<file path="src/design/lkvt_pkg.sv">
// shared constants and codes for the linear key/value table
`timescale 1ns / 1ps
`default_nettype none

package lkvt_pkg;

  // table size and stored widths
  localparam int DEPTH      = 16;
  localparam int KEY_BITS   = 32;
  localparam int VALUE_BITS = 32;

  // request and response field widths
  localparam int REQ_W    = 3;
  localparam int KEY_IN_W = 32;
  localparam int VAL_IN_W = 32;
  localparam int STATUS_W = 2;
  localparam int OCC_W    = 5;

  // stored widths never exceed the request fields
  localparam int KW = (KEY_BITS < KEY_IN_W) ? KEY_BITS : KEY_IN_W;
  localparam int VW = (VALUE_BITS < VAL_IN_W) ? VALUE_BITS : VAL_IN_W;

  localparam int IDX_BITS = (DEPTH > 1) ? $clog2(DEPTH) : 1;
  localparam int CNT_BITS = $clog2(DEPTH + 1);

  localparam logic [CNT_BITS-1:0] CNT_ZERO = '0;
  localparam logic [CNT_BITS-1:0] CNT_ONE  = CNT_BITS'(1);
  localparam logic [CNT_BITS-1:0] CNT_FULL = CNT_BITS'(DEPTH);

  // request codes
  localparam logic [REQ_W-1:0] OP_ADD    = 3'd0;
  localparam logic [REQ_W-1:0] OP_UPDATE = 3'd1;
  localparam logic [REQ_W-1:0] OP_GET    = 3'd2;
  localparam logic [REQ_W-1:0] OP_EXISTS = 3'd3;
  localparam logic [REQ_W-1:0] OP_REMOVE = 3'd4;
  localparam logic [REQ_W-1:0] OP_MINKEY = 3'd5;

  // status codes
  localparam logic [STATUS_W-1:0] ST_OK       = 2'd0;
  localparam logic [STATUS_W-1:0] ST_FULL     = 2'd1;
  localparam logic [STATUS_W-1:0] ST_NOTFOUND = 2'd2;
  localparam logic [STATUS_W-1:0] ST_EMPTY    = 2'd3;

endpackage

`default_nettype wire

</file>
<file path="src/design/lkvt_ifs.sv">
// request and response channel interfaces
`timescale 1ns / 1ps
`default_nettype none

interface lkvt_req_if;
  logic                          valid;
  logic                          ready;
  logic [lkvt_pkg::REQ_W-1:0]    req_type;
  logic [lkvt_pkg::KEY_IN_W-1:0] key;
  logic [lkvt_pkg::VAL_IN_W-1:0] value;

  modport source (output valid, req_type, key, value, input ready);
  modport sink   (input valid, req_type, key, value, output ready);
endinterface

interface lkvt_rsp_if;
  logic                          valid;
  logic                          ready;
  logic [lkvt_pkg::STATUS_W-1:0] status;
  logic                          found;
  logic [lkvt_pkg::VAL_IN_W-1:0] value_out;
  logic [lkvt_pkg::KEY_IN_W-1:0] key_out;
  logic [lkvt_pkg::OCC_W-1:0]    occupancy;

  modport source (output valid, status, found, value_out, key_out, occupancy, input ready);
  modport sink   (input valid, status, found, value_out, key_out, occupancy, output ready);
endinterface

`default_nettype wire

</file>
<file path="src/design/linear_key_value_table_core.sv">
// linear key/value table: sequencer around one key/value ram
//
// req channel carries req_type, key and value; rsp channel returns one response
// per request with status, found, value_out, key_out and occupancy.
// entries live in one ram (key and value side by side) with a registered read.
// add writes its entry in the start state unless the table is full. update,
// get, exists and minkey scan the stored entries oldest first, one read per
// cycle (a search stops early at the first match). remove scans to the match
// at position p and then moves each later entry down one place, one read
// and one write per cycle. the ram's single read port sets this pace.
// one request is in the sequencer at a time; req.ready is high when it is free.
// a finished response waits in an output register, so the next request is
// taken while rsp stalls; a second response waits until the first is taken.
// reset (rst, synchronous) empties the table at once and drops any pending
// response; the ram contents are not cleared, only entries below the count
// are ever read.

`timescale 1ns / 1ps
`default_nettype none

module linear_key_value_table_core (
  input wire logic clk,
  input wire logic rst,
  lkvt_req_if.sink   req,
  lkvt_rsp_if.source rsp
);

  localparam logic [2:0] S_IDLE  = 3'd0;
  localparam logic [2:0] S_START = 3'd1;
  localparam logic [2:0] S_SCAN  = 3'd2;
  localparam logic [2:0] S_SHIFT = 3'd3;
  localparam logic [2:0] S_DONE  = 3'd4;

  logic [2:0] state;

  logic [lkvt_pkg::REQ_W-1:0]    op_q;
  logic [lkvt_pkg::KW-1:0]       key_q;
  logic [lkvt_pkg::VW-1:0]       val_q;
  logic [lkvt_pkg::CNT_BITS-1:0] count;
  logic [lkvt_pkg::CNT_BITS-1:0] ptr;
  logic [lkvt_pkg::CNT_BITS-1:0] cmp_idx;
  logic                          pend;
  logic [lkvt_pkg::KW-1:0]       best;

  logic [lkvt_pkg::STATUS_W-1:0] res_status;
  logic                          res_found;
  logic [lkvt_pkg::VAL_IN_W-1:0] res_value;
  logic [lkvt_pkg::KEY_IN_W-1:0] res_key;

  logic                          out_valid;
  logic [lkvt_pkg::STATUS_W-1:0] out_status;
  logic                          out_found;
  logic [lkvt_pkg::VAL_IN_W-1:0] out_value;
  logic [lkvt_pkg::KEY_IN_W-1:0] out_key;
  logic [lkvt_pkg::OCC_W-1:0]    out_occ;

  // ram ports
  logic                                    wr_en;
  logic [lkvt_pkg::IDX_BITS-1:0]           wr_addr;
  logic [lkvt_pkg::KW+lkvt_pkg::VW-1:0]    wr_data;
  logic                                    rd_en;
  logic [lkvt_pkg::IDX_BITS-1:0]           rd_addr;
  logic [lkvt_pkg::KW+lkvt_pkg::VW-1:0]    rd_data;

  logic [lkvt_pkg::KW-1:0]       rd_key;
  logic [lkvt_pkg::VW-1:0]       rd_val;
  logic                          issue;
  logic                          hit;
  logic                          last;
  logic                          take_min;
  logic [lkvt_pkg::KW-1:0]       min_key;
  logic [lkvt_pkg::CNT_BITS-1:0] shift_dst;

  lkvt_ram #(
    .WORDS     (lkvt_pkg::DEPTH),
    .ADDR_BITS (lkvt_pkg::IDX_BITS),
    .DATA_BITS (lkvt_pkg::KW + lkvt_pkg::VW)
  ) u_ram (
    .clk     (clk),
    .wr_en   (wr_en),
    .wr_addr (wr_addr),
    .wr_data (wr_data),
    .rd_en   (rd_en),
    .rd_addr (rd_addr),
    .rd_data (rd_data)
  );

  assign rd_key    = rd_data[lkvt_pkg::KW+lkvt_pkg::VW-1:lkvt_pkg::VW];
  assign rd_val    = rd_data[lkvt_pkg::VW-1:0];
  assign issue     = ((state == S_SCAN) || (state == S_SHIFT)) && (ptr < count);
  assign hit       = pend && (rd_key == key_q);
  assign last      = pend && ((cmp_idx + lkvt_pkg::CNT_ONE) == count);
  assign take_min  = (cmp_idx == lkvt_pkg::CNT_ZERO) || (rd_key < best);
  assign min_key   = take_min ? rd_key : best;
  assign shift_dst = cmp_idx - lkvt_pkg::CNT_ONE;

  assign rd_en   = issue;
  assign rd_addr = ptr[lkvt_pkg::IDX_BITS-1:0];

  always_comb begin
    wr_en   = 1'b0;
    wr_addr = count[lkvt_pkg::IDX_BITS-1:0];
    wr_data = {key_q, val_q};
    if ((state == S_START) && (op_q == lkvt_pkg::OP_ADD) && (count < lkvt_pkg::CNT_FULL)) begin
      wr_en = 1'b1;
    end else if ((state == S_SCAN) && (op_q == lkvt_pkg::OP_UPDATE) && hit) begin
      wr_en   = 1'b1;
      wr_addr = cmp_idx[lkvt_pkg::IDX_BITS-1:0];
      wr_data = {rd_key, val_q};
    end else if ((state == S_SHIFT) && pend) begin
      // entry read last cycle moves down one place
      wr_en   = 1'b1;
      wr_addr = shift_dst[lkvt_pkg::IDX_BITS-1:0];
      wr_data = rd_data;
    end
  end

  assign req.ready     = (state == S_IDLE);
  assign rsp.valid     = out_valid;
  assign rsp.status    = out_status;
  assign rsp.found     = out_found;
  assign rsp.value_out = out_value;
  assign rsp.key_out   = out_key;
  assign rsp.occupancy = out_occ;

  always_ff @(posedge clk) begin
    if (rst) begin
      state     <= S_IDLE;
      count     <= lkvt_pkg::CNT_ZERO;
      pend      <= 1'b0;
      out_valid <= 1'b0;
    end else begin
      if (out_valid && rsp.ready) begin
        out_valid <= 1'b0;
      end

      pend <= issue;
      if (issue) begin
        ptr     <= ptr + lkvt_pkg::CNT_ONE;
        cmp_idx <= ptr;
      end

      case (state)
        S_IDLE: begin
          if (req.valid) begin
            op_q  <= req.req_type;
            key_q <= req.key[lkvt_pkg::KW-1:0];
            val_q <= req.value[lkvt_pkg::VW-1:0];
            ptr   <= lkvt_pkg::CNT_ZERO;
            state <= S_START;
          end
        end

        S_START: begin
          res_status <= lkvt_pkg::ST_OK;
          res_found  <= 1'b0;
          res_value  <= '0;
          res_key    <= '0;
          case (op_q)
            lkvt_pkg::OP_ADD: begin
              if (count < lkvt_pkg::CNT_FULL) begin
                count <= count + lkvt_pkg::CNT_ONE;
              end else begin
                res_status <= lkvt_pkg::ST_FULL;
              end
              state <= S_DONE;
            end
            lkvt_pkg::OP_UPDATE, lkvt_pkg::OP_GET, lkvt_pkg::OP_EXISTS,
            lkvt_pkg::OP_REMOVE: begin
              if (count == lkvt_pkg::CNT_ZERO) begin
                if (op_q != lkvt_pkg::OP_EXISTS) begin
                  res_status <= lkvt_pkg::ST_NOTFOUND;
                end
                state <= S_DONE;
              end else begin
                state <= S_SCAN;
              end
            end
            lkvt_pkg::OP_MINKEY: begin
              if (count == lkvt_pkg::CNT_ZERO) begin
                res_status <= lkvt_pkg::ST_EMPTY;
                state      <= S_DONE;
              end else begin
                state <= S_SCAN;
              end
            end
            default: begin
              state <= S_DONE;
            end
          endcase
        end

        S_SCAN: begin
          if (pend) begin
            if (op_q == lkvt_pkg::OP_MINKEY) begin
              best <= min_key;
              if (last) begin
                res_key <= lkvt_pkg::KEY_IN_W'(min_key);
                state   <= S_DONE;
              end
            end else if (hit) begin
              res_found <= 1'b1;
              if (op_q == lkvt_pkg::OP_GET) begin
                res_value <= lkvt_pkg::VAL_IN_W'(rd_val);
              end
              if ((op_q == lkvt_pkg::OP_REMOVE) && !last) begin
                // close the gap starting with the entry after the match
                ptr   <= cmp_idx + lkvt_pkg::CNT_ONE;
                pend  <= 1'b0;
                state <= S_SHIFT;
              end else begin
                if (op_q == lkvt_pkg::OP_REMOVE) begin
                  count <= count - lkvt_pkg::CNT_ONE;
                end
                state <= S_DONE;
              end
            end else if (last) begin
              if (op_q != lkvt_pkg::OP_EXISTS) begin
                res_status <= lkvt_pkg::ST_NOTFOUND;
              end
              state <= S_DONE;
            end
          end
        end

        S_SHIFT: begin
          if (last) begin
            count <= count - lkvt_pkg::CNT_ONE;
            state <= S_DONE;
          end
        end

        S_DONE: begin
          if (!out_valid || rsp.ready) begin
            out_valid  <= 1'b1;
            out_status <= res_status;
            out_found  <= res_found;
            out_value  <= res_value;
            out_key    <= res_key;
            out_occ    <= lkvt_pkg::OCC_W'(count);
            state      <= S_IDLE;
          end
        end

        default: begin
          state <= S_IDLE;
        end
      endcase
    end
  end

endmodule

`default_nettype wire

</file>
<file path="src/design/lkvt_ram.sv">
// simple dual-port ram, one write and one registered read per cycle
`timescale 1ns / 1ps
`default_nettype none

module lkvt_ram #(
  parameter int WORDS     = 16,
  parameter int ADDR_BITS = 4,
  parameter int DATA_BITS = 64
) (
  input  wire logic                 clk,
  input  wire logic                 wr_en,
  input  wire logic [ADDR_BITS-1:0] wr_addr,
  input  wire logic [DATA_BITS-1:0] wr_data,
  input  wire logic                 rd_en,
  input  wire logic [ADDR_BITS-1:0] rd_addr,
  output logic      [DATA_BITS-1:0] rd_data
);

  logic [DATA_BITS-1:0] mem [WORDS];

  always_ff @(posedge clk) begin
    if (wr_en) begin
      mem[wr_addr] <= wr_data;
    end
  end

  always_ff @(posedge clk) begin
    if (rd_en) begin
      rd_data <= mem[rd_addr];
    end
  end

endmodule

`default_nettype wire

</file>
<file path="src/flat_wrapper.sv">
// flat-port wrapper written by rule: the top's interface ports become plain ports
module linear_key_value_table_core_flat 
  (clk, rst, req_valid, req_req_type, req_key, req_value, req_ready, rsp_valid, rsp_status, rsp_found, rsp_value_out, rsp_key_out, rsp_occupancy, rsp_ready);
  lkvt_req_if req_i ();
  lkvt_rsp_if rsp_i ();
  input wire logic clk;
  input wire logic rst;
  input wire logic [$bits(req_i.valid)-1:0] req_valid;
  input wire logic [$bits(req_i.req_type)-1:0] req_req_type;
  input wire logic [$bits(req_i.key)-1:0] req_key;
  input wire logic [$bits(req_i.value)-1:0] req_value;
  output wire logic [$bits(req_i.ready)-1:0] req_ready;
  output wire logic [$bits(rsp_i.valid)-1:0] rsp_valid;
  output wire logic [$bits(rsp_i.status)-1:0] rsp_status;
  output wire logic [$bits(rsp_i.found)-1:0] rsp_found;
  output wire logic [$bits(rsp_i.value_out)-1:0] rsp_value_out;
  output wire logic [$bits(rsp_i.key_out)-1:0] rsp_key_out;
  output wire logic [$bits(rsp_i.occupancy)-1:0] rsp_occupancy;
  input wire logic [$bits(rsp_i.ready)-1:0] rsp_ready;
  assign req_i.valid = req_valid;
  assign req_i.req_type = req_req_type;
  assign req_i.key = req_key;
  assign req_i.value = req_value;
  assign req_ready = req_i.ready;
  assign rsp_valid = rsp_i.valid;
  assign rsp_status = rsp_i.status;
  assign rsp_found = rsp_i.found;
  assign rsp_value_out = rsp_i.value_out;
  assign rsp_key_out = rsp_i.key_out;
  assign rsp_occupancy = rsp_i.occupancy;
  assign rsp_i.ready = rsp_ready;
  linear_key_value_table_core u_core (.clk(clk), .rst(rst), .req(req_i), .rsp(rsp_i));
endmodule
</file>
<file path="config.mk">
export PLATFORM = sky130hd
export DESIGN_NAME = linear_key_value_table_core_flat
export DESIGN_NICKNAME = d
export VERILOG_FILES = /design/src/design/lkvt_pkg.sv /design/src/design/lkvt_ifs.sv /design/src/design/linear_key_value_table_core.sv /design/src/design/lkvt_ram.sv /design/src/flat_wrapper.sv
export SDC_FILE = /design/constraint.sdc
export NUM_CORES = 1
export LEC_CHECK = 0
export BUFFER_PORTS_ARGS = -buffer_cell sky130_fd_sc_hd__buf_2
export CAP_MARGIN = 0
export CORE_MARGIN = 1
export CORE_UTILIZATION = 30
export DETAILED_ROUTE_END_ITERATION = 16
export PLACE_DENSITY = 0.52
export SLEW_MARGIN = 20
export SYNTH_ARGS = -nofsm -noshare
export SYNTH_HDL_FRONTEND = slang
export SYNTH_SLANG_ARGS = --single-unit
</file>
<file path="constraint.sdc">
create_clock -name clk -period 10.2 [get_ports clk]
set_input_delay 1.53 -clock clk [delete_from_list [all_inputs] [get_ports clk]]
set_output_delay 1.53 -clock clk [all_outputs]
set_load 0.005 [all_outputs]
</file>
==> results, run 1 <==
- The run finished with clean final reports.
- The row count is roughly 150.
- The initial antenna violation count came to 4.
- Internal power comes to 9.39 mW.
- The proportion of synthesized chip area in sequential cells is 0.776.
- The wire length of the first global-routing pass is between 150000 and 200000 um.
- Counting along the longest clock path gives a buffer depth of 3.
- The number of cells on the worst hold path is 0.
- In this run, post-CTS repair resized a total of 0 instances.
- Data on the critical path is required at its endpoint by roughly 11 ns.
- By startpoint and endpoint, the worst setup path is classified as reg2reg.
- The combinational group share of total power is 0.050.
- Of the post-synthesis cell area, the dominant cell type holds 0.773.
- On the worst path, the slowest cell contributes a delay of between 0.7 and 0.8 ns.
- The reg-to-reg setup timing slack is approximately 5.2 ns.
- The clock tree from TritonCTS is built.
- The number of buffers created by CTS is between 100 and 150.
- Of all flip-flops after synthesis, the portion carrying an async set or reset was 0.
- The clock net in this run drives a total of around 1300 sinks.
- The launch point of the critical path is u_core.u_ram.rd_data[60].
- The number of flops mapped to enable cells by yosys is 1336.
- Compared with the post-synthesis result, the final layout area differs by 16.2%.
- Across every metal layer, demand over resource in global routing totals 0.142.
- After synthesis, the cell types taking the most area are edfxtp_1, mux4_2, mux2_1, ha_1, nand2_1.
- The vertical die dimension is 418 um.
- Of the total power, the share spent switching nets is 0.211.
- The endpoint of the worst register-to-register path is u_core.u_ram.mem[7][24].
- The pin count of the biggest net entering global routing is between 100 and 150.
- The total vias in the final route is roughly 24000.
- In this run the count of I/O pins placed on the die edge is between 100 and 150.
- The sequential share of power is 0.517.
- At the end of the flow, the number of nets in the layout was approximately 2700.
- The total power density per cell area is 197 mW/mm^2.
- The warning count from the yosys run is 0.
- The class of the worst hold path is reg2reg.
- The net count of the mapped netlist is approximately 2500.
- The path length in cells of the critical path is 9.
- The number of global-route vias before repair is 25400.
- The die covers about 0.17 sq mm.
- Including well taps, the total number of placed cells is 4740.
- The mean number of vias per cell is about 4.7.
- The number of buffers and inverters on the critical path is 2.
- The maximum clock frequency is just over 200 MHz.
- In this design, the critical path's most frequently occurring cell is buf_4.
- The finished layout holds between 5000 and 6000 standard cells, fillers aside.
- For this configuration, the core starts out at a cell density of 0.302.
- The share of total power dissipated in the clock network is 0.433.
- The slowest stage of the critical path belongs to the cell nand2_2.
- For the pin with the worst max-slew slack, the measured transition is between 1 and 1.5 ns.
- The summed negative setup slack over all endpoints is 0 ns.
- In the final layout, the share of cells above drive strength 1 is 0.281.
- The placer's final routability congestion estimate is between 0.8 and 0.9.
- The synthesized instance count is around 2300.
- Clock-pin slew was measured on the worst setup and hold paths at approximately 0.060 ns.
- The power spent charging and discharging nets is about 2.5 mW.
- Setup repair after global routing left no endpoint under its margin.
- The final routed wirelength across all metal layers is 123000 um.
- For the worst-skew pair, the clock arrives at the later sink with an insertion delay of approximately 0.77 ns.
- In the synthesized netlist, the cells that appear most often are edfxtp_1, mux4_2, nand2_1.
- The max-cap violation count is 0.
- STA classifies the critical path endpoint as a flip-flop.
- The netlist area before placement is between 0.05 and 0.06 sq mm.
- Once detail routing completed, the nets flagged for antenna violations numbered 0.
- Following the worst setup path forward leads to its endpoint at u_core.u_ram.mem[7][24].
- STA puts the critical path data arrival time at approximately 5.4 ns.
- The depth of the most critical reg-to-reg path is 9.
- The core footprint is 0.172 sq mm.
- After synthesis the netlist holds a flip-flop and latch count of about 1300.
- The startpoint identified for the worst register-to-register timing path is u_core.u_ram.rd_data[60].
- In this run the post-CTS setup repair buffer count came out at 0.
- The number of buffers added to fix hold violations after cts is 0.
- The total overflow left after global routing is 0.
- The leakage component of the power is 19.0 nW.
- STA classifies the critical path startpoint as a flip-flop.
- In the final routed layout, each cell accounts on average for about 25 um.
- The critical path goes through xnor2_1 > nand4_1 > nor3_1 > nand4_4 > nand2_2 > o21bai_2 > nor4b_4 > buf_4 > buf_4.
- Among all cell types in the netlist, the one instantiated most often is edfxtp_1.
- The critical-path maximum fanout is 41.
- After routing the design area is between 0.06 and 0.07 sq mm.
- The final-report hold violation count is 0.
- CTS placed an instance of clkbuf_16 at the clock tree root.
- The worst-case vdd ir drop is around 0.17 mV.
- The first-pass iteration count of the detailed router is 5.
- The detailed placement HPWL is just over 70000 um.
- The largest delay contributor family on the critical path is simple AND/OR/NAND/NOR gates.
- The count of unique library cells instantiated by Yosys is between 60 and 70.
- The number of slew-limit violations in the final report is 0.
- In the routed design, unresolved DRC markers number 0.
- For this block, the initial DRC count from the detailed router was between 2000 and 2500.
- The routed design could run at a clock period as short as about 5.0 ns.
- The final cycle utilization of the critical path is 0.488.
- Once placement finished, the instance area stood at between 0.05 and 0.06 sq mm.
- The number of port buffers is around 140.
- Between clock sinks in the finished design, the worst skew comes to ~0.023 ns.
- The width of the die is between 400 and 500 um.
- The top flip-flop cell by instance count after synthesis is edfxtp_1.
- The number of H-tree levels is 4.
- Of all cell types, the one taking the most synthesized area is edfxtp_1.
- The setup violation total in the final timing report is 0.
- Headroom to the max-slew limit came out at 0.250.
- The average footprint of a synthesized cell is ~22 sq um.
==> through the flow <==
| stage | worst slack [ns] | power [mW] | utilization | hold WS, ns |
|---|---|---|---|---|
| floorplan | 1.12 | 6.66 | - | 0.400 |
| global route | 4.90 | 12.3 | 0.351 | 0.425 |
| detailed placement | 5.07 | 6.88 | 0.324 | 0.405 |
| global placement | 5.12 | 6.87 | 0.324 | 0.409 |
| CTS | 5.05 | 12.1 | 0.351 | 0.415 |
| finish | 5.23 | 11.9 | 0.351 | 0.412 |
==> power groups by stage <==
stage	registers [mW]	clock network [mW]	logic [mW]
3_3_place_gp	6.27	0	0.602
5_1_grt	6.16	5.48	0.640
3_5_place_dp	6.27	0	0.612
2_1_floorplan	6.26	0	0.399
4_1_cts	6.15	5.28	0.613
6_report	6.15	5.15	0.592
==> worst reg2reg max path: stages (launching register included) <==
cell,delay (ns)
edfxtp_1,0.47
xnor2_1,0.37
nand4_1,0.21
nor3_1,0.59
nand4_4,0.30
nand2_2,0.77
o21bai_2,0.33
nor4b_4,0.32
buf_4,0.46
buf_4,0.73
==> kinds of logic after synthesis <==
group	share of synthesized area
muxes	0.153
adders and majority gates	0.0105
buffers and inverters	0.0115
AOI/OAI and AO/OA	0.0108
DFF	0.776
xor gates and xnor gates	0.00841
and+or+nand+nor	0.0298
==> cells in the final DEF (no fill, tap or decap), types with 9 or more instances in the layout <==
cell,count
nor2_1,19
clkinv_2,24
xnor2_1,42
and2_1,67
o21ai_0,9
mux2_1,61
buf_2,144
clkbuf_1,27
nand3_1,14
dfxtp_1,10
mux4_2,320
ha_1,42
clkinv_1,31
a21oi_1,25
bufinv_16,13
edfxtp_1,1336
inv_1,44
buf_4,45
nand4_1,13
clkbuf_16,147
nand2_1,119
==> flip-flops by register name (all words and copies together), names as in the netlist, 2 cells and up <==
register / cells
u_core.best: 32
u_core.res_key: 32
u_core.res_status: 2
u_core.u_ram.mem: 1024
u_core.u_ram.rd_data: 64
u_core.rsp.key_out: 32
u_core.val_q: 32
u_core.count: 5
u_core.state: 3
u_core.rsp.occupancy: 5
u_core.key_q: 32
u_core.cmp_idx: 5
u_core.rsp.status: 2
u_core.rsp.value_out: 32
u_core.res_value: 32
u_core.op_q: 3
u_core.ptr: 5
==> area by class of cell <==
class | instances | area (sq um)
Tap cell | 2310 | 2890
Clock buffer | 176 | 3810
Clock inverter | 89 | 873
Antenna cell | 1 | 2.50
Fill cell | 15800 | 111000
Multi-Input combinational cell | 848 | 11200
Timing Repair Buffer | 191 | 1100
Sequential cell | 1346 | 40300
Inverter | 45 | 169
==> layer usage <==
metal	up-vias	wire, um	global-route usage	share of wire
met2	642	61900	0.241	0.50
met4	2	2280	0.0370	0.019
met3	163	5770	0.0243	0.047
li1	10200	-	-	-
met1	12700	52900	0.187	0.43
met5	-	9	0	0.000073
==> worst min path at each step <==
stage | slack, ns | start | to
6_report | 0.41 | u_core.res_value[23] | u_core.rsp.value_out[23]
5_1_grt | 0.43 | u_core.res_value[6] | u_core.rsp.value_out[6]
4_1_cts | 0.42 | u_core.res_value[23] | u_core.rsp.value_out[23]
3_5_place_dp | 0.40 | u_core.res_key[7] | u_core.rsp.key_out[7]
3_3_place_gp | 0.41 | u_core.res_value[10] | u_core.rsp.value_out[10]
2_1_floorplan | 0.40 | u_core.res_found | u_core.rsp.found
(Power assumes the default switching activity.)
==> run 2: changes to the inputs <==
--- a/config.mk
+++ b/config.mk
@@ -10,7 +10,7 @@
 export CORE_MARGIN = 1
 export CORE_UTILIZATION = 30
 export DETAILED_ROUTE_END_ITERATION = 16
-export PLACE_DENSITY = 0.52
+export PLACE_DENSITY = 0.54
 export SLEW_MARGIN = 20
 export SYNTH_ARGS = -nofsm -noshare
 export SYNTH_HDL_FRONTEND = slang
==> constraint.sdc (replaced) <==
create_clock -name clk -period 4.5 [get_ports clk]
set_input_delay 0.675 -clock clk [delete_from_list [all_inputs] [get_ports clk]]
set_output_delay 0.675 -clock clk [all_outputs]
set_load 0.005 [all_outputs]
==> run 2 against run 1 <==
Critical endpoint is now u_core.u_ram.mem[2][20]; largest power group unchanged; count of clock-buffer cells in the layout up 7; clock skew up 0.0016 ns; flip-flop and latch count unchanged; highest routed layer unchanged; cell area up 0.82%; global-route usage up 0.47 points; sequential power up 130%.
==> results, run 2 (synthesis gave the netlist of run 1 again) <==
- The final cycle utilization of the critical path is 0.872 (+0.384).
- The flip-flop count of the largest register after layout is 1024 (unchanged).
- The vertical die dimension came to 418 um (unchanged).
- In this run the critical register-to-register path is launched from u_core.u_ram.rd_data[34].
- The fraction of layout cells with a size suffix above 1 is 0.283 (+0.00156).
- The reg-to-reg setup timing slack is 0.58 ns (-4.65 ns).
- The wire length of the first global-routing pass is 183000 um (+2.4%).
- The initial antenna violation count was 20 (+16).
- The flow ran to the end, and the final reports show no timing, DRC or antenna violations.
- The number of buffers created by CTS is 143 (unchanged).
- The startpoint identified for the worst hold timing path is req_value[19].
- The residual overflow from global routing was 0 (unchanged).
- STA classifies the critical path endpoint as a flip-flop.
- The depth of the most critical reg-to-reg path is 7 (-2).
- The startpoint type of the worst setup path is a flip-flop.
- The die area came to 0.175 sq mm (unchanged).
- The number of slew-limit violations in the final report came to 0 (unchanged).
- The maximum root-to-sink buffer count is 3 (unchanged).
- The row count is 152 (unchanged).
- The transition at the pin with the smallest max-transition slack came to 1.16 ns (+0.0315 ns).
- The worst-case vdd ir drop is 0.393 mV (+130%).
- The number of buffers added to fix hold violations after cts is 0 (unchanged).
- The top cell types in the final layout, fill and taps aside, are edfxtp_1, mux4_2, clkbuf_16, buf_2, nand2_1.
- The post-synthesis to final-layout area growth is 17.1%.
- The worst slack at placement is 0.583 ns (-4.48 ns).
- The maximum clock frequency is 255 MHz (+27%).
- In this run the critical register-to-register path is captured at u_core.u_ram.mem[2][20].
- The number of cells on the worst hold path is 1 (+1).
- The number of routed nets with antenna violations was 0 (unchanged).
- The number of sinks on the clock net was 1346 (unchanged).
- The data arrival time of the worst path is 4.37 ns (-1.00 ns).
- The effective utilization at floorplan came to 0.302 (unchanged).
- The summed negative setup slack over all endpoints came to 0 ns (unchanged).
- The final critical delay including setup and external delays is 3.92 ns (-1.05 ns).
- The post-CTS setup-driven buffer insertion count was 0 (unchanged).
- The number of H-tree levels is 4 (unchanged).
- The clock latency reported for the late side of the worst-skew pair is 0.76 ns (about the same).
- The final routed wirelength across all metal layers came to 127000 um (+3.5%).
- The width of the die is 418 um (unchanged).
- The worst clock skew is 0.0251 ns (+0.00162 ns).
- The final worst slack is 0.578 ns (-4.65 ns).
- The first-pass iteration count of the detailed router is 5 (unchanged).
- The path type of the worst setup path is reg2reg.
- The number of non-filler instances in the completed layout is 5024 (+0.36%).
- The final-stage net count is 2713 (+0.89%).
- The required time of the critical path is 4.95 ns (-5.64 ns).
- The root cell of the clock tree is clkbuf_16.
- The delay of the slowest cell on the worst path was 0.77 ns (about the same).
- The critical-path maximum fanout is 21 (-49%).
- The leakage component of the power is 19.2 nW (+0.88%).
- The number of primary I/O pins is 145 (unchanged).
- The global routing usage summed across all routing layers is 0.146 (+0.00472).
- The most common library cell in the layout ignoring fill and taps is edfxtp_1.
- The clock transition time at the flip-flop clock pins of the worst setup and hold paths came to 0.06 ns (about the same).
- In the final layout, the registers with the most flip-flops are u_core.u_ram.mem: 1024 flops, u_core.u_ram.rd_data: 64 flops.
- The DRC violations left is 0 (unchanged).
- The number of global-route vias before repair is 24800 (-2.4%).
- The total power density per cell area is 439 mW/mm^2 (+120%).
- The core footprint is 0.172 sq mm (unchanged).
- Setup repair after global routing left no endpoint under its margin.
- The clock tree from TritonCTS is built.
- The number of port buffers is 144 (unchanged).
- More flip-flops sit in one register than any other, and that register is u_core.u_ram.mem.
- The detailed placement HPWL was 77900 um (+10%).
- The total of fill cells in the finished design is 15800 (-0.13%).
- The worst slew margin relative to its limit was 0.229 (-0.0210).
- The mean number of vias per cell is 4.77 (+0.60%).
- The post-detailed-route wirelength per cell came to 25.3 um (+3.1%).
- The max-cap violation count was 0 (unchanged).
- The post-cts resize count is 0 (unchanged).
- The placer's final routability congestion estimate was 0.764 (-5.9%).
- The total vias in the final route is 23900 (+0.96%).
- The setup violation total in the final timing report is 0 (unchanged).
- The signal on the critical path passes through xnor2_1 > nand4_1 > nor3_1 > nand4_4 > a31oi_2 > and4_4 > buf_12.
- The tightest min-delay check is of the in2reg type.
- The slowest stage of the critical path belongs to the cell a31oi_2.
- The path with the worst hold slack has its endpoint at u_core.val_q[19].
- The final-report hold violation count was 0 (unchanged).
- The cell count after placement is 4764 (+0.51%).
- The pin count of the biggest net entering global routing was 116 (+8.4%).
- The violation count after the first detailed-routing iteration is 1971 (-5.1%).
## run 2: cell types whose count changed in the layout (fill, tap and decap cells not counted), sizes merged
| cell | delta |
|---|---|
| buf | +24 |
| bufinv | -4 |
| clkbuf | +7 |
| clkinv | -12 |
| clkinvlp | +1 |
| diode | +1 |
| inv | +1 |
## run 2: metrics by stage
step	area, sq um	power, mW	util	hold WS (ns)
detailed placement	56300	15.7	0.328	0.405
CTS	60800	27.1	0.354	0.0166
global placement	56300	15.7	0.328	0.404
finish	60800	26.7	0.354	0.0816
floorplan	52000	15.1	-	0.400
global route	60800	27.6	0.354	0.0414
## run 2: layer usage
metal  global-route usage  wire length [um]  vias to the layer above
li1                     -                 -                    10200
met3               0.0299              7660                      179
met1                0.206             56300                    12800
met5                    0                71                        -
met4               0.0488              3430                       12
met2                0.226             59700                      709
## run 2: worst max-delay path, delay by kind of cell (launching register included)
kind | cells | cell delay, ns
flops | 1 | 0.46
xor+xnor | 1 | 0.35
simple gates | 4 | 1.76
compound gates | 1 | 0.77
buf+inv | 1 | 0.24
## run 2: where the power goes
part           internal (mW)  total (mW)  switching [mW]
Combinational          0.612        1.43           0.818
Clock                   6.55        11.3            4.79
Sequential              13.9        14.0          0.0514
Total                   21.1        26.7            5.66
## run 2: final cells by class
cell class | instances | area, sq um | area share
clock buffer | 183 | 3840 | 0.0632
inverter | 45 | 169 | 0.00278
clock inverter | 75 | 628 | 0.0103
multi-input combinational | 848 | 11200 | 0.185
sequential | 1346 | 40300 | 0.663
tap | 2310 | 2890 | 0.0475
timing repair buffer | 215 | 1740 | 0.0286
antenna | 2 | 5.00 | 0.0000823
## run 2: worst max path at each step
stage                        startpoint                 endpoint  slack, ns
6_report       u_core.u_ram.rd_data[34]  u_core.u_ram.mem[2][20]       0.58
5_1_grt        u_core.u_ram.rd_data[34]  u_core.u_ram.mem[2][20]       0.43
4_1_cts        u_core.u_ram.rd_data[36]  u_core.u_ram.mem[2][20]       0.57
3_5_place_dp   u_core.u_ram.rd_data[36]  u_core.u_ram.mem[2][20]       0.58
3_3_place_gp   u_core.u_ram.rd_data[55]  u_core.u_ram.mem[2][18]       0.65
2_1_floorplan           u_core.state[2]   u_core.u_ram.mem[5][0]      -1.51
==> run 3: changes to the inputs <==
--- a/config.mk
+++ b/config.mk
@@ -5,12 +5,12 @@
 export SDC_FILE = /design/constraint.sdc
 export NUM_CORES = 1
 export LEC_CHECK = 0
-export BUFFER_PORTS_ARGS = -buffer_cell sky130_fd_sc_hd__buf_2
 export CAP_MARGIN = 0
 export CORE_MARGIN = 1
-export CORE_UTILIZATION = 30
+export CORE_UTILIZATION = 25
 export DETAILED_ROUTE_END_ITERATION = 16
-export PLACE_DENSITY = 0.54
+export DONT_BUFFER_PORTS = 1
+export PLACE_DENSITY = 0.48
 export SLEW_MARGIN = 20
 export SYNTH_ARGS = -nofsm -noshare
 export SYNTH_HDL_FRONTEND = slang
==> run 3 against run 2 <==
Critical path depth up 2; final cell count rose by 6.6%; register-to-register slack got worse by 0.09 ns; combinational power is 5% lower; non-clock buffer count decreased by 69; critical path type unchanged; core utilization is 5.4 points lower; count of clock-buffer cells in the layout fell by 10; clock skew increased by 0.00089 ns; flip-flop and latch count stayed put.
==> results, run 3 (synthesis gave the netlist of run 1 again) <==
- The startpoint of the lowest-slack register-to-register path is u_core.u_ram.rd_data[35].
- The number of buffers created by CTS was 151 (+5.6%).
- The post-detailed-route wirelength per cell is 24.4 um (-3.5%).
- The root cell of the clock tree is clkbuf_16.
- The number of buffers added to fix hold violations after cts was 68 (+68).
- The endpoint of the worst register-to-register path is u_core.u_ram.mem[9][20].
- The data arrival time of the worst path was 4.43 ns (+0.06 ns).
- The post-cts resize count is 0 (unchanged).
- The cell count after placement was 5005 (+5.1%).
- The area of all placed cells without fillers was 0.0617 sq mm (+1.5%).
- Setup repair after global routing left no endpoint under its margin.
- The utilization after layout came to 0.300 (-0.0537).
- The number of cells on the worst hold path is 1 (unchanged).
- The number of slew-limit violations in the final report is 0 (unchanged).
- The vertical die dimension is 458 um (+9.5%).
- The placer's final routability congestion estimate is 0.764 (about the same).
- The final cycle utilization of the critical path was 0.893 (+0.0211).
- The clock transition time at the flip-flop clock pins of the worst setup and hold paths is 0.06 ns (about the same).
- The leakage component of the power is 19.2 nW (-0.21%).
- The post-CTS setup-driven buffer insertion count was 0 (unchanged).
- The setup violation total in the final timing report was 0 (unchanged).
- The largest registers in the layout are u_core.u_ram.mem: 1024 flops, u_core.u_ram.rd_data: 64 flops.
- The number of H-tree levels is 4 (unchanged).
- The residual overflow from global routing was 0 (unchanged).
- The capture endpoint of the worst hold path is u_core.rsp.key_out[12].
- The effective utilization at floorplan is 0.253 (-0.0496).
- The maximum root-to-sink buffer count is 3 (unchanged).
- The reg-to-reg setup timing slack came to 0.48 ns (-0.09 ns).
- The core footprint is 0.205 sq mm (+20%).
- The violation count after the first detailed-routing iteration is 1586 (-20%).
- The number of sinks on the clock net is 1346 (unchanged).
- The most common library cell in the layout ignoring fill and taps is edfxtp_1.
- The number of buffers and inverters on the critical path is 2 (+1).
- The required time of the critical path is 4.92 ns (-0.03 ns).
- The number of port buffers is 0 (-100%).
- The number of non-filler instances in the completed layout came to 5356 (+6.6%).
- The depth of the most critical reg-to-reg path is 9 (+2).
- The fraction of layout cells with a size suffix above 1 is 0.247 (-0.0358).
- The class of the worst hold path is in2reg.
- The worst setup path is captured at a flip-flop.
- The wire length of the first global-routing pass came to 188000 um (+2.6%).
- The number of global-route vias before repair is 24800 (+0.13%).
- The worst clock skew is 0.0259 ns (+0.000892 ns).
- The final worst slack is 0.483 ns (-0.0949 ns).
- The detailed placement HPWL is 76800 um (-1.4%).
- The top cell types in the final layout, fill and taps aside, are edfxtp_1, mux4_2, clkbuf_16, nand2_1, dlygate4sd3_1.
- TritonCTS built the clock tree.
- The first-pass iteration count of the detailed router is 5 (unchanged).
- The maximum clock frequency came to 249 MHz (-2.4%).
- The pin count of the biggest net entering global routing came to 96 (-17%).
- The final-report hold violation count is 0 (unchanged).
- The worst slack at placement came to 0.392 ns (-0.191 ns).
- The critical-path maximum fanout is 52 (+150%).
- The global routing usage summed across all routing layers came to 0.125 (-0.0215).
- The row count is 166 (+9.2%).
- The final critical delay including setup and external delays came to 4.02 ns (+0.0949 ns).
- In this run the most critical hold path is launched from rst.
- The total vias in the final route is 23500 (-1.7%).
- The register with the highest flop count is u_core.u_ram.mem.
- The final routed wirelength across all metal layers is 131000 um (+2.9%).
- The initial antenna violation count was 18 (-10%).
- The critical path's slowest cell is xnor2_1.
- The number of routed nets with antenna violations is 0 (unchanged).
- The path type of the worst setup path is reg2reg.
- The width of the die is 458 um (+9.5%).
- The final-layout worst hold slack came to 0.124 ns (+0.0428 ns).
- The max-cap violation count is 0 (unchanged).
- The flip-flop count of the largest register after layout is 1024 (unchanged).
- The total power density per cell area is 446 mW/mm^2 (+1.6%).
- The standard cell area after detailed placement was 0.0561 sq mm (-0.39%).
- The DRC violations left came to 0 (unchanged).
- The delay of the slowest cell on the worst path was 0.52 ns (-0.25 ns).
- The mean number of vias per cell is 4.40 (-7.8%).
- The run finished with clean final reports.
- The signal on the critical path passes through xnor2_1 > nand4_1 > nor2_1 > nand4_4 > o21a_1 > o21ai_2 > buf_4 > nor4b_4 > buf_12.
- The worst-case vdd ir drop was 0.303 mV (-23%).
- The worst slew margin relative to its limit is 0.296 (+0.0668).
- The final-stage net count is 2652 (-2.2%).
- The post-synthesis to final-layout area growth is 18.9%.
- Broken down by cell family, the worst path's largest delay share belongs to simple AND/OR/NAND/NOR gates.
- The clock latency reported for the late side of the worst-skew pair is 0.78 ns (+0.02 ns).
- STA classifies the critical path startpoint as a flip-flop.
- The die area came to 0.210 sq mm (+20%).
- The transition at the pin with the smallest max-transition slack was 1.06 ns (-0.100 ns).
- The number of primary I/O pins came to 145 (unchanged).
-- run 3: changes by cell type in the layout (fill, tap and decap cells not counted), moves of 3 or more --
cell | previous run | this run
clkbuf_8 | 3 | 0
bufinv_16 | 9 | 15
clkinv_2 | 17 | 27
dlygate4sd3_1 | 0 | 68
buf_2 | 144 | 0
buf_4 | 32 | 42
clkbuf_1 | 33 | 21
clkbuf_16 | 147 | 152
diode_2 | 2 | 8
inv_16 | 0 | 3
-- run 3: cell type report --
cell class                      count  area, sq um
Fill cell                       19700       144000
Tap cell                         2688         3360
Clock buffer                      173         3880
Antenna cell                        8         20.0
Multi-Input combinational cell    848        11200
Inverter                           45          169
Timing Repair Buffer              146         1720
Sequential cell                  1346        40300
Clock inverter                    102         1020
-- run 3: per-layer routing --
layer,up-vias,part of all wire,global-route usage
li1,10100,-,-
met1,12700,0.45,0.170
met3,171,0.046,0.0252
met2,546,0.48,0.202
met4,0,0.020,0.0335
met5,-,0,0
-- run 3: worst max-delay path by stage --
stage	start	endpoint	slack (ns)	depth (start not counted)
after global routing	u_core.u_ram.rd_data[35]	u_core.u_ram.mem[9][26]	0.32	9
after CTS	u_core.u_ram.rd_data[35]	u_core.u_ram.mem[9][25]	0.34	9
after floorplan	u_core.state[2]	u_core.u_ram.mem[5][0]	-1.51	9
final	u_core.u_ram.rd_data[35]	u_core.u_ram.mem[9][20]	0.48	9
after global placement	u_core.u_ram.rd_data[35]	u_core.u_ram.mem[11][10]	0.42	9
after detailed placement	u_core.u_ram.rd_data[35]	u_core.u_ram.mem[9][14]	0.39	9
-- run 3: per-stage QoR --
stage	TNS (ns)	total power, mW
finish	0	27.5
global route	0	28.4
CTS	0	27.9
detailed placement	0	15.6
global placement	0	15.6
floorplan	-290.22	15.1
-- run 3: where the power goes --
part           switching [mW]  internal (mW)  total, mW
clock                    5.11           7.10       12.2
sequential             0.0627           13.9       14.0
combinational           0.756          0.605       1.36
